## src/hdl/mes_pkg.sv

```systemverilog
// ----------------------------------------------------------------------------
// mes_pkg
// Types, codes and defaults shared by the median store modules.
// ----------------------------------------------------------------------------
package mes_pkg;

  localparam int unsigned CAPACITY_DEF = 64;

  localparam logic [1:0] FUNC_INSERT  = 2'd0;
  localparam logic [1:0] FUNC_EXTRACT = 2'd1;
  localparam logic [1:0] FUNC_DUMP    = 2'd2;

  localparam logic [1:0] ST_OK    = 2'd0;
  localparam logic [1:0] ST_EMPTY = 2'd1;
  localparam logic [1:0] ST_FULL  = 2'd2;

  typedef struct packed {
    logic [1:0]         func;
    logic signed [31:0] value;
  } in_t;

  typedef struct packed {
    logic signed [31:0] data;
    logic               last;
    logic [1:0]         status;
  } out_t;

  typedef enum logic [2:0] {
    RA_I    = 3'd0,
    RA_M    = 3'd1,
    RA_JDM1 = 3'd2,
    RA_JDP1 = 3'd3,
    RA_JD   = 3'd4
  } raddr_sel_e;

  typedef struct packed {
    logic       ins;
    logic       resp_set;
    logic [1:0] resp_code;
    logic       resp_emit;
    logic       init_sort;
    logic       t_load_j;
    logic       sort_shift;
    logic       sort_place;
    logic       ex_init;
    logic       ex_shift;
    logic       ex_done;
    logic       dump_init;
    logic       dump_emit;
    raddr_sel_e raddr_sel;
  } cmd_t;

  typedef struct packed {
    logic full;
    logic empty;
    logic i_ge_cnt;
    logic gt;
    logic j_is1;
    logic m_p1_lt;
    logic j_p2_lt;
    logic j_last;
    logic out_free;
  } sts_t;

endpackage

```

## src/hdl/mes_ram.sv

```systemverilog
// ----------------------------------------------------------------------------
// mes_ram
// Generic RAM, one write port and one read port with registered read data.
// ----------------------------------------------------------------------------
module mes_ram #(
  parameter int unsigned WIDTH = 32,
  parameter int unsigned DEPTH = 64
) (
  input  logic                     clk_i,
  input  logic                     we_i,
  input  logic [$clog2(DEPTH)-1:0] waddr_i,
  input  logic [WIDTH-1:0]         wdata_i,
  input  logic [$clog2(DEPTH)-1:0] raddr_i,
  output logic [WIDTH-1:0]         rdata_o
);

  logic [WIDTH-1:0] mem_q [DEPTH];
  logic [WIDTH-1:0] rdata_q;

  always_ff @(posedge clk_i) begin
    if (we_i) begin
      mem_q[waddr_i] <= wdata_i;
    end
    rdata_q <= mem_q[raddr_i];
  end

  assign rdata_o = rdata_q;

endmodule

```

## src/hdl/mes_ctrl.sv

```systemverilog
// ----------------------------------------------------------------------------
// mes_ctrl
// Sequencer for insert, sort-and-extract and dump operations.
// ----------------------------------------------------------------------------
module mes_ctrl (
  input  logic          clk_i,
  input  logic          rst_ni,
  input  logic          in_valid_i,
  input  logic [1:0]    func_i,
  output logic          in_stall_o,
  input  mes_pkg::sts_t sts_i,
  output mes_pkg::cmd_t cmd_o
);

  typedef enum logic [10:0] {
    IDLE  = 11'b00000000001,
    S_CHK = 11'b00000000010,
    S_WT  = 11'b00000000100,
    S_CMP = 11'b00000001000,
    S_PUT = 11'b00000010000,
    E_MED = 11'b00000100000,
    E_SH  = 11'b00001000000,
    E_OUT = 11'b00010000000,
    D_WT  = 11'b00100000000,
    R_OUT = 11'b01000000000,
    S_SPR = 11'b10000000000
  } state_e;

  state_e state_q, state_d;

  assign in_stall_o = (state_q != IDLE);

  always_comb begin
    state_d = state_q;
    cmd_o = '0;
    cmd_o.raddr_sel = mes_pkg::RA_JD;
    case (state_q)
      IDLE: begin
        if (in_valid_i) begin
          case (func_i)
            mes_pkg::FUNC_INSERT: begin
              if (sts_i.full) begin
                cmd_o.resp_set  = 1'b1;
                cmd_o.resp_code = mes_pkg::ST_FULL;
                state_d = R_OUT;
              end else begin
                cmd_o.ins = 1'b1;
              end
            end
            mes_pkg::FUNC_EXTRACT: begin
              if (sts_i.empty) begin
                cmd_o.resp_set  = 1'b1;
                cmd_o.resp_code = mes_pkg::ST_EMPTY;
                state_d = R_OUT;
              end else begin
                cmd_o.init_sort = 1'b1;
                state_d = S_CHK;
              end
            end
            mes_pkg::FUNC_DUMP: begin
              if (sts_i.empty) begin
                cmd_o.resp_set  = 1'b1;
                cmd_o.resp_code = mes_pkg::ST_EMPTY;
                state_d = R_OUT;
              end else begin
                cmd_o.dump_init = 1'b1;
                state_d = D_WT;
              end
            end
            default: ;
          endcase
        end
      end
      S_CHK: begin
        if (sts_i.i_ge_cnt) begin
          cmd_o.raddr_sel = mes_pkg::RA_M;
          state_d = E_MED;
        end else begin
          cmd_o.raddr_sel = mes_pkg::RA_I;
          state_d = S_WT;
        end
      end
      S_WT: begin
        cmd_o.t_load_j  = 1'b1;
        cmd_o.raddr_sel = mes_pkg::RA_JDM1;
        state_d = S_CMP;
      end
      S_CMP: begin
        if (sts_i.gt) begin
          cmd_o.sort_shift = 1'b1;
          cmd_o.raddr_sel  = mes_pkg::RA_JDM1;
          if (sts_i.j_is1) begin
            state_d = S_PUT;
          end
        end else begin
          cmd_o.sort_place = 1'b1;
          state_d = S_CHK;
        end
      end
      S_PUT: begin
        cmd_o.sort_place = 1'b1;
        state_d = S_CHK;
      end
      E_MED: begin
        cmd_o.ex_init   = 1'b1;
        cmd_o.raddr_sel = mes_pkg::RA_JDP1;
        state_d = sts_i.m_p1_lt ? E_SH : E_OUT;
      end
      E_SH: begin
        cmd_o.ex_shift  = 1'b1;
        cmd_o.raddr_sel = mes_pkg::RA_JDP1;
        if (!sts_i.j_p2_lt) begin
          state_d = E_OUT;
        end
      end
      E_OUT: begin
        if (sts_i.out_free) begin
          cmd_o.ex_done = 1'b1;
          state_d = IDLE;
        end
      end
      D_WT: begin
        if (sts_i.out_free) begin
          cmd_o.dump_emit = 1'b1;
          if (sts_i.j_last) begin
            state_d = IDLE;
          end
        end
      end
      R_OUT: begin
        if (sts_i.out_free) begin
          cmd_o.resp_emit = 1'b1;
          state_d = IDLE;
        end
      end
      default: state_d = IDLE;
    endcase
  end

  always_ff @(posedge clk_i or negedge rst_ni) begin
    if (!rst_ni) begin
      state_q <= IDLE;
    end else begin
      state_q <= state_d;
    end
  end

endmodule

```

## src/hdl/mes_dp.sv

```systemverilog
// ----------------------------------------------------------------------------
// mes_dp
// Store, counters and output word register of the median store.
// ----------------------------------------------------------------------------
module mes_dp #(
  parameter int unsigned CAPACITY = mes_pkg::CAPACITY_DEF
) (
  input  logic               clk_i,
  input  logic               rst_ni,
  input  logic signed [31:0] value_i,
  input  mes_pkg::cmd_t      cmd_i,
  output mes_pkg::sts_t      sts_o,
  output mes_pkg::out_t      out_o,
  output logic               out_valid_o,
  input  logic               out_stall_i
);

  localparam int unsigned AW = $clog2(CAPACITY);
  localparam int unsigned CW = $clog2(CAPACITY + 1);

  logic [CW-1:0] count_q, count_d, sorted_q, sorted_d;
  logic [CW-1:0] i_q, i_d, j_q, j_d, m;
  logic signed [31:0] t_q, med_q, rdata;
  logic [1:0] resp_q;
  mes_pkg::out_t out_q, out_d;
  logic out_valid_q, out_valid_d;
  logic we;
  logic [AW-1:0] waddr, raddr;
  logic [31:0] wdata;

  assign m = (count_q - CW'(1)) >> 1;

  always_comb begin
    j_d = j_q;
    if (cmd_i.t_load_j) j_d = i_q;
    if (cmd_i.sort_shift) j_d = j_q - CW'(1);
    if (cmd_i.ex_init) j_d = m;
    if (cmd_i.ex_shift || cmd_i.dump_emit) j_d = j_q + CW'(1);
    if (cmd_i.dump_init) j_d = '0;
  end

  always_comb begin
    case (cmd_i.raddr_sel)
      mes_pkg::RA_I:    raddr = i_q[AW-1:0];
      mes_pkg::RA_M:    raddr = m[AW-1:0];
      mes_pkg::RA_JDM1: raddr = AW'(j_d - CW'(1));
      mes_pkg::RA_JDP1: raddr = AW'(j_d + CW'(1));
      default:          raddr = j_d[AW-1:0];
    endcase
  end

  always_comb begin
    we    = 1'b0;
    waddr = j_q[AW-1:0];
    wdata = rdata;
    if (cmd_i.ins) begin
      we    = 1'b1;
      waddr = count_q[AW-1:0];
      wdata = value_i;
    end
    if (cmd_i.sort_shift || cmd_i.ex_shift) we = 1'b1;
    if (cmd_i.sort_place) begin
      we    = 1'b1;
      wdata = t_q;
    end
  end

  mes_ram #(.WIDTH(32), .DEPTH(CAPACITY)) u_ram (
    .clk_i   (clk_i),
    .we_i    (we),
    .waddr_i (waddr),
    .wdata_i (wdata),
    .raddr_i (raddr),
    .rdata_o (rdata)
  );

  always_comb begin
    count_d  = count_q;
    sorted_d = sorted_q;
    i_d      = i_q;
    if (cmd_i.ins) count_d = count_q + CW'(1);
    if (cmd_i.ex_done) begin
      count_d  = count_q - CW'(1);
      sorted_d = count_q - CW'(1);
    end
    if (cmd_i.init_sort) i_d = (sorted_q == '0) ? CW'(1) : sorted_q;
    if (cmd_i.sort_place) i_d = i_q + CW'(1);
  end

  always_comb begin
    out_d = out_q;
    out_valid_d = out_valid_q && out_stall_i;
    if (cmd_i.resp_emit) begin
      out_d = '{data: '0, last: 1'b1, status: resp_q};
      out_valid_d = 1'b1;
    end
    if (cmd_i.ex_done) begin
      out_d = '{data: med_q, last: 1'b1, status: mes_pkg::ST_OK};
      out_valid_d = 1'b1;
    end
    if (cmd_i.dump_emit) begin
      out_d = '{data: rdata, last: sts_o.j_last, status: mes_pkg::ST_OK};
      out_valid_d = 1'b1;
    end
  end

  always_ff @(posedge clk_i or negedge rst_ni) begin
    if (!rst_ni) begin
      count_q     <= '0;
      sorted_q    <= '0;
      out_valid_q <= 1'b0;
    end else begin
      count_q     <= count_d;
      sorted_q    <= sorted_d;
      out_valid_q <= out_valid_d;
    end
  end

  always_ff @(posedge clk_i) begin
    i_q   <= i_d;
    j_q   <= j_d;
    out_q <= out_d;
    if (cmd_i.t_load_j) t_q <= rdata;
    if (cmd_i.ex_init) med_q <= rdata;
    if (cmd_i.resp_set) resp_q <= cmd_i.resp_code;
  end

  assign sts_o.full     = (count_q >= CW'(CAPACITY));
  assign sts_o.empty    = (count_q == '0);
  assign sts_o.i_ge_cnt = (i_q >= count_q);
  assign sts_o.gt       = (rdata > t_q);
  assign sts_o.j_is1    = (j_q == CW'(1));
  assign sts_o.m_p1_lt  = ({1'b0, m} + (CW+1)'(1)) < {1'b0, count_q};
  assign sts_o.j_p2_lt  = ({1'b0, j_q} + (CW+1)'(2)) < {1'b0, count_q};
  assign sts_o.j_last   = ({1'b0, j_q} + (CW+1)'(1)) == {1'b0, count_q};
  assign sts_o.out_free = !out_valid_q || !out_stall_i;

  assign out_o       = out_q;
  assign out_valid_o = out_valid_q;

endmodule

```

## src/hdl/median_extract_store_core.sv

```systemverilog
// ----------------------------------------------------------------------------
// median_extract_store_core
// Bounded store of signed words with lower-median extraction and dump.
// ----------------------------------------------------------------------------
// Input channel (in_valid_i, in_stall_o, in_i) takes one command word: insert,
// extract or dump. Output channel (out_valid_o, out_stall_i, out_o) returns
// result words with data, last and status.
// A new command is taken only while the sequencer is idle; a finished result
// may still wait in the output register meanwhile.
// Insert: no result (full store gives one status word).
// Extract: the unsorted tail is insertion-sorted into the sorted prefix, one
// RAM read and write per cycle; then the upper part is shifted down one
// entry per cycle and the median word is issued.
// Dump: one word per cycle at best, paced by the registered RAM read and by
// the receiver.
// Reset clears the count and sorted length; the store content is undefined.
// While out_stall_i is high a valid output word holds and work waits to emit.
// ----------------------------------------------------------------------------
module median_extract_store_core #(
  parameter int unsigned CAPACITY = mes_pkg::CAPACITY_DEF
) (
  input  logic          clk_i,
  input  logic          rst_ni,
  input  logic          in_valid_i,
  output logic          in_stall_o,
  input  mes_pkg::in_t  in_i,
  output logic          out_valid_o,
  input  logic          out_stall_i,
  output mes_pkg::out_t out_o
);

  mes_pkg::cmd_t cmd;
  mes_pkg::sts_t sts;

  mes_ctrl u_ctrl (
    .clk_i      (clk_i),
    .rst_ni     (rst_ni),
    .in_valid_i (in_valid_i),
    .func_i     (in_i.func),
    .in_stall_o (in_stall_o),
    .sts_i      (sts),
    .cmd_o      (cmd)
  );

  mes_dp #(.CAPACITY(CAPACITY)) u_dp (
    .clk_i       (clk_i),
    .rst_ni      (rst_ni),
    .value_i     (in_i.value),
    .cmd_i       (cmd),
    .sts_o       (sts),
    .out_o       (out_o),
    .out_valid_o (out_valid_o),
    .out_stall_i (out_stall_i)
  );

`ifndef SYNTHESIS
  a_full_not_empty: assert property (@(posedge clk_i) disable iff (!rst_ni)
    sts.full |-> !sts.empty) else $error("store full and empty at once");
  a_dump_nonempty: assert property (@(posedge clk_i) disable iff (!rst_ni)
    cmd.dump_emit |-> !sts.empty) else $error("dump word from empty store");
  a_extract_nonempty: assert property (@(posedge clk_i) disable iff (!rst_ni)
    cmd.ex_done |-> !sts.empty) else $error("extract from empty store");
  a_emit_valid: assert property (@(posedge clk_i) disable iff (!rst_ni)
    (cmd.ex_done || cmd.dump_emit || cmd.resp_emit) |=> out_valid_o)
    else $error("emitted word not presented");
`endif

endmodule

```

## config.mk

```make
export PLATFORM = sky130hd
export DESIGN_NAME = median_extract_store_core
export DESIGN_NICKNAME = d
export VERILOG_FILES = /design/src/hdl/mes_pkg.sv /design/src/hdl/mes_ram.sv /design/src/hdl/mes_ctrl.sv /design/src/hdl/mes_dp.sv /design/src/hdl/median_extract_store_core.sv
export SDC_FILE = /design/constraint.sdc
export NUM_CORES = 2
export LEC_CHECK = 0
export ABC_CLOCK_PERIOD_IN_PS = 6000
export BUFFER_PORTS_ARGS = -buffer_cell sky130_fd_sc_hd__buf_4
export CORE_AREA = 2 2 551 553
export CTS_CLUSTER_SIZE = 16
export DETAILED_ROUTE_END_ITERATION = 8
export DIE_AREA = 0 0 553 555
export GPL_ROUTABILITY_DRIVEN = 1
export PLACE_DENSITY_LB_ADDON = 0.15
export SLEW_MARGIN = 0
export SYNTH_ARGS = -nofsm -noshare
export SYNTH_HDL_FRONTEND = slang
export SYNTH_SLANG_ARGS = --single-unit
export TNS_END_PERCENT = 10
```

## constraint.sdc

```tcl
create_clock -name clk_i -period 6 [get_ports clk_i]
set_input_delay 0.9 -clock clk_i [delete_from_list [all_inputs] [get_ports clk_i]]
set_output_delay 0.9 -clock clk_i [all_outputs]
set_load 0.02 [all_outputs]
```

# Yosys cells after proc, flatten, opt, wreduce, memory -nomap -nowiden
# Memory sizes are Yosys's and may differ from the RTL's. A register that Yosys moved wholly into a read port is not among the register bits.
# Index checks and enable logic that the tools add are counted.
[classes] magnitude_cmp=5 muxes=67 eq_ne=26 n_addsub=10 n_reduce_logical=19
[ops] cell="35-bit 2-to-1 mux" count=3
[ops] cell="11-bit one-hot mux with 9 select lines" count=1
[ops] cell="11-bit 2-to-1 mux" count=8
[ops] cell="7-bit 2-to-1 mux" count=10
[ops] cell="32-bit 2-to-1 mux" count=2
[ops] cell="11-bit one-hot mux with 3 select lines" count=1
[ops] cell="32-bit greater-than comparator" count=1
[ops] cell="1-bit 2-to-1 mux" count=28
[ops] cell="6-bit one-hot mux with 4 select lines" count=1
[ops] cell="7-bit by 1-bit adder with 7-bit output (second input constant)" count=3
[ops] cell="10-bit 2-to-1 mux" count=2
[ops] cell="8-bit by 7-bit less-than comparator with 1-bit output" count=2
[ops] cell="7-bit zero test" count=2
[ops] cell="7-bit by 1-bit subtractor with 7-bit output (second input constant)" count=2
[ops] cell="6-bit 2-to-1 mux" count=2
[ops] cell="3-bit one-hot mux with 4 select lines" count=1
[ops] cell="11-bit by 1-bit == test with 1-bit output (second input constant)" count=1
[ops] cell="11-bit by 10-bit == test with 1-bit output (second input constant)" count=1
[ops] cell="11-bit by 2-bit == test with 1-bit output (second input constant)" count=1
[ops] cell="11-bit by 3-bit == test with 1-bit output (second input constant)" count=1
[ops] cell="11-bit by 4-bit == test with 1-bit output (second input constant)" count=1
[ops] cell="11-bit by 5-bit == test with 1-bit output (second input constant)" count=1
[ops] cell="11-bit by 6-bit == test with 1-bit output (second input constant)" count=1
[ops] cell="11-bit by 7-bit == test with 1-bit output (second input constant)" count=1
[ops] cell="other kinds (35)" count=50
[totals] output_inout_bits=37 ff_bits=141 in_bits=38 mem_bits_rw=2048 n_memories=1
[mem_list] memory="u_dp.u_ram.mem_q" depth=64 word_bits=32 rd=1 rd_clocked_by_memory_dff=1 wr=1 line_no="mes_ram.sv:17" rtl="logic [WIDTH-1:0] mem_q [DEPTH];"

# Longest topological paths before layout
[depth] word_depth=10 mapped_depth=25

# Modules after synthesis
# From an unflattened synthesis, not the netlist that was laid out.
[unflattened] cells_unflattened=4169 hier_area_um2=87292.5
[by_module_without_submodules] module="mes_ram" n_inst=1 seq_area_each_um2=62139.6 cells_per_inst=3324 area_each_um2=78515.3
[by_module_without_submodules] module="mes_dp" n_inst=1 seq_area_each_um2=3738.6 cells_per_inst=740 area_each_um2=7921.3
[by_module_without_submodules] module="mes_ctrl" n_inst=1 seq_area_each_um2=251.5 cells_per_inst=105 area_each_um2=855.8

# Worst setup path before layout
# OpenSTA, ideal clock, no wires.
[synth_path] path_kind="register to register" from="reg u_ctrl.state_q[9]" to="reg u_dp.u_ram.rdata_q[13] (netlist: u_dp.u_ram.rdata_o[13]) (read register of u_dp.u_ram.mem_q)" setup_time_ps=122 n_path_buf=1 required_time_ps=5878 stages_incl_launch_ff=20 arrival_time_ps=5258 setup_slack_ps=620 synth_period_minus_slack_ps=5380 cell_sequence="dfrtp_1 -> nor4_1 -> and3_1 -> nand2_1 -> inv_1 -> nor3_1 -> a21oi_4 -> inv_2 -> fa_1 -> a21o_1 -> a21oi_1 -> xnor2_1 -> a211oi_1 -> a2bb2oi_2 -> nor2_1 -> clkbuf_1 -> o211ai_1 -> nand4_1 -> a32o_1 -> a221o_1"
[synth_between] elab_chain_cells=9
[synth_lines] item="start, declared" line_no="mes_ctrl.sv:29" rtl="state_e state_q, state_d;"
[synth_lines] item="start signal, assigned" line_no="mes_ctrl.sv:144" rtl="state_q <= state_d;"
[synth_lines] item="11-bit by 3-bit == test with 1-bit output" line_no="mes_ctrl.sv:37" rtl="case (state_q)"
[synth_lines] item="1-bit 2-to-1 mux" line_no="mes_ctrl.sv:37"
[synth_lines] item="7-bit 2-to-1 mux" line_no="mes_dp.sv:35" rtl="if (cmd_i.t_load_j) j_d = i_q;"
[synth_lines] item="7-bit 2-to-1 mux" line_no="mes_dp.sv:36" rtl="if (cmd_i.sort_shift) j_d = j_q - CW'(1);"
[synth_lines] item="7-bit 2-to-1 mux" line_no="mes_dp.sv:37" rtl="if (cmd_i.ex_init) j_d = m;"
[synth_lines] item="7-bit 2-to-1 mux" line_no="mes_dp.sv:38" rtl="if (cmd_i.ex_shift || cmd_i.dump_emit) j_d = j_q + CW'(1);"
[synth_lines] item="7-bit 2-to-1 mux *" line_no="mes_dp.sv:39" rtl="if (cmd_i.dump_init) j_d = '0;"
[synth_lines] item="named net u_dp.j_d[0]" line_no="mes_dp.sv:22" rtl="logic [CW-1:0] i_q, i_d, j_q, j_d, m;"
[synth_lines] item="6-bit by 1-bit adder with 6-bit output or 6-bit by 1-bit subtractor with 6-bit output (tied branches)" line_no="mes_dp.sv:47, mes_dp.sv:46"
[synth_lines] item="6-bit one-hot mux with 4 select lines *" line_no="mes_dp.sv:43" rtl="case (cmd_i.raddr_sel)"
[synth_lines] item="end, declared" line_no="mes_ram.sv:18" rtl="logic [WIDTH-1:0] rdata_q;"
# Mark *: on every way through the listed nets, which the timed path passes. The rest lies on a longest branch.
# A chain may end at the register's enable or synchronous reset.

# Worst setup path in the final report
[layout_path] from="reg u_dp.u_ram.rdata_q[6] (netlist: u_dp.u_ram.rdata_o[6]) (read register of u_dp.u_ram.mem_q)" to="reg u_dp.u_ram.rdata_q[25] (netlist: u_dp.u_ram.rdata_o[25]) (read register of u_dp.u_ram.mem_q)"
[layout_between] elab_chain_cells=9
[layout_lines] item="32-bit greater-than comparator *" line_no="mes_dp.sv:131" rtl="assign sts_o.gt = (rdata > t_q);"
[layout_lines] item="1-bit 2-to-1 mux *" line_no="mes_ctrl.sv:89" rtl="if (sts_i.gt) begin"
[layout_lines] item="1-bit 2-to-1 mux *" line_no="mes_ctrl.sv:37"
[layout_lines] item="7-bit 2-to-1 mux *" line_no="mes_dp.sv:36"
[layout_lines] item="7-bit 2-to-1 mux *" line_no="mes_dp.sv:37"
[layout_lines] item="7-bit 2-to-1 mux *" line_no="mes_dp.sv:38"
[layout_lines] item="7-bit 2-to-1 mux *" line_no="mes_dp.sv:39"
[layout_lines] item="named net u_dp.j_d[1]" line_no="mes_dp.sv:22"
[layout_lines] item="6-bit by 1-bit adder with 6-bit output or 6-bit by 1-bit subtractor with 6-bit output (tied branches)" line_no="mes_dp.sv:47, mes_dp.sv:46"
[layout_lines] item="6-bit one-hot mux with 4 select lines *" line_no="mes_dp.sv:43"
# Marks and branches as above.

==> flow_summary.json <==
{
  "status": "complete, but fails checks",
  "hp-class": "in -> reg",
  "place_congestion": 0.8967,
  "layout.nets": 6741,
  "grtUsageTotal": 0.2086,
  "ys_seq_area_frac": 0.7352,
  "finalCritPeriodShare": 1.002,
  "io_buffers": 74,
  "p_per_area_mw_per_mm2": 541.3,
  "power_uw": 60060,
  "slew_violations": 0,
  "syn_area_mm2": 0.08994,
  "clkTransAtPathRegs_ns": 0.06,
  "coreArea_mm2": 0.3013,
  "crit_path_end_kind": "flop",
  "die_w_um": 553,
  "maxCapViolations": 0,
  "worstMarginPinSlew_ns": 1.197,
  "drc": 0,
  "grt_setup_unrepaired": "yes",
  "synth-edff-count": 2154,
  "min_period_ns": 6.012,
  "final_cell_mix": "2154 x edfxtp_1, 882 x nand2_1, 691 x buf_4, 489 x nand3_1, 275 x mux2i_1",
  "relSlewSlack": 0.2001,
  "cts-buffers-inserted": 240,
  "final.setup.worst_slack_ns": -0.01154,
  "avgRoutedWirePerCell_um": 30.45,
  "crit_type": "reg -> reg",
  "cts_tree": "done",
  "numClockSinks": 2220,
  "die-area_mm2": 0.3069,
  "clk_path_buf_depth": 4,
  "drive_above_1_share": 0.2356,
  "grt_overflow": 0,
  "nFillCells": 28583,
  "ant_nets": 0,
  "syn_nets": 5994,
  "yosys_warnings": 0,
  "area_growth_pct": 23.35,
  "grt_start_max_net_pins": 80,
  "grt_pass1_wl_um": 452200,
  "ys_ff_latch": 2220,
  "p_leak_uw": 0.03776,
  "dp_hpwl_um": 210000,
  "clk_latency_ns": 0.93,
  "routed_wl_um": 329400,
  "clock_skew_ns": 0.08208,
  "ys.flop_type": "edfxtp_1",
  "drt_iter0_markers": 6959,
  "mostFrequentLayoutCell": "edfxtp_1",
  "rows": 202,
  "final_cells": 10818,
  "max-vdd-ir-drop_uv": 319.2,
  "viasPerCell": 5.273,
  "hold_violations": 0,
  "pin_count": 75,
  "synthCells": 5886,
  "grt_pass1_vias": 54955,
  "htree_num_levels": 4,
  "vias": 57048,
  "start_util": 0.2985,
  "crit_fanout": 8,
  "crit_path_start_kind": "flop",
  "dp_cells": 10327,
  "die_y_um": 555,
  "max_clock_freq_mhz": 166.3,
  "antenna_found_initial": 24,
  "clock-root-buffer": "clkbuf_16",
  "yosys.cell_types.count": 94,
  "synth_area_per_cell_um2": 15.28,
  "setup_viol": 1,
  "violations": "negative setup slack",
  "drt_first_pass_iters": 8,
  "worstPathArrival_ns": 6.76,
  "cp.required_ns": 6.74,
  "synthArstFlopShare": 0.01126
}
[critical path, stage by stage (launching register included)]
cell and delay (ns):
dfxtp_2 0.49, ha_1 0.29, nand2_1 0.09, o21ai_1 0.06, a221o_1 0.38, o31a_1 0.38
buf_6 0.15, o21a_2 0.23, nor2_4 0.14, mux2i_2 0.26, nor2_2 0.08, buf_4 0.15
fa_2 0.40, a21o_1 0.16, a21oi_1 0.17, xnor2_1 0.16, a211oi_2 0.10, buf_4 0.16
o2bb2ai_4 0.23, buf_4 0.28, nor2_1 0.11, buf_12 0.16, buf_4 0.14, buf_4 0.15
nand2_2 0.20, o22ai_4 0.16, a211oi_4 0.50
[cells in the mapped netlist (8+ instances only)]
cell type     n  area, µm²
o22ai_1      31      193.9
nand4_1      51      319.1
and3_1       20      125.1
a22oi_1     102      765.7
nand3_1     492       2462
mux2_2       28      315.3
a221oi_1     13      113.9
mux4_2      133       2995
a22o_1       35      306.5
a31oi_1      28      175.2
nor4_1       12      75.07
nand2b_1     13      81.33
buf_1        48      180.2
buf_4        23      172.7
o21ai_0      60      300.3
a32o_1       21      210.2
o2111ai_1    26      227.7
a21o_1        8      60.06
edfxtp_1   2154      64680
a21oi_1     235       1176
o21ai_1       8      40.04
nor2b_1      10      62.56
xor2_1        9      78.83
clkbuf_1    138      518.0
a211oi_1     39      292.8
mux2i_1     277       2773
inv_1        73      274.0
a211o_1      14      122.6
buf_2       136      680.7
o211a_1      32      320.3
ha_1         69      863.3
buf_6        16      180.2
dfrtp_1      24      600.6
dfxtp_1      41      820.8
a32oi_1      68      595.6
nor3_1       25      125.1
o211ai_1    124      930.9
nand2_1     890       3341
a311oi_1     15      131.4
a221o_1      10      100.1
xnor2_1      30      262.8
nor2_1      172      645.6
[sequential cells by signal, summed over array words and instances, names as in the netlist]
register,flops
u_dp.out_o,35
u_dp.resp_q,2
u_ctrl.state_q,10
u_dp.j_q,7
u_dp.count_q,7
u_dp.out_valid_o,1
u_dp.u_ram.rdata_o,32
u_dp.med_q,32
u_dp.u_ram.mem_q,2048
u_dp.i_q,7
u_dp.t_q,32
u_dp.sorted_q,7
[stage by stage]
step | TNS [ns] | util | worst slack, ns | hold WS (ns) | cell area (µm²)
6_report | -0.01154 | 0.3683 | -0.01154 | 0.3317 | 110900
4_1_cts | -0.5810 | 0.3661 | -0.1718 | 0.2505 | 110300
3_5_place_dp | -17.86 | 0.3398 | -1.084 | 0.4777 | 102400
3_3_place_gp | -18.22 | 0.3398 | -1.201 | 0.4700 | 102400
2_1_floorplan | 0 | - | 0.6202 | 0.4472 | 89940
5_1_grt | -0.5762 | 0.3682 | -0.1232 | 0.2919 | 110900
[cells by family after synthesis]
logic type / after synthesis / share of synthesized area
xor gates and xnor gates: 39 / 0.003798
and+or+nand+nor: 1741 / 0.08568
adders and majority gates: 70 / 0.009821
DFF: 2220 / 0.7352
AOI/OAI and AO/OA: 936 / 0.07469
buffers and inverters: 439 / 0.02263
muxes: 441 / 0.06814
[area by class of cell]
class                           count  area, µm²  share of cell area
Antenna cell                        6      15.01           0.0001353
Timing Repair Buffer              867       8647             0.07794
Sequential cell                  2220      66160              0.5963
Inverter                           77      289.0            0.002605
Multi-Input combinational cell   3227      23270              0.2097
Tap cell                         3978       4977             0.04486
Clock buffer                      297       6321             0.05697
Clock inverter                    146       1274             0.01148
[path summary, 6_finish.rpt]
kind,start,end,slack [ns],cells after the start
max,u_dp.u_ram.rdata_o[6],u_dp.u_ram.rdata_o[25],-0.01,26
min,out_stall_i,u_dp.out_o[34],0.33,2
max reg2reg,u_dp.u_ram.rdata_o[6],u_dp.u_ram.rdata_o[25],-0.01,26
min reg2reg,u_dp.sorted_q[0],u_dp.sorted_q[0],0.49,2
max in group asynchronous,rst_ni,u_ctrl.state_q[0],5.24,2
min in group asynchronous,rst_ni,u_ctrl.state_q[5],0.45,2
[what timing repair did]
| action | CTS | global route |
|---|---|---|
| resized for setup | 62 | 64 |
| pin swaps | 14 | 36 |
| setup buffers | 5 | 36 |
| endpoints found under the setup margin | 32 | 29 |
| hold buffers | 1 | 0 |
| hold endpoints to repair | 24 | 0 |
| cloned | 0 | 1 |
[metal layers]
metal  track usage  vias up  part of all wire
met4       0.04909        2             0.025
met3       0.03205      405             0.072
met5             0        -          0.000039
li1              -    24507                 -
met1        0.2982    29923              0.44
met2        0.3321     2211              0.46
[where the power goes]
part | internal, µW | switching (µW)
Clock | 8270 | 6300
Sequential | 19500 | 387
Combinational | 9130 | 16500
Power figures use the tool's default switching activity.
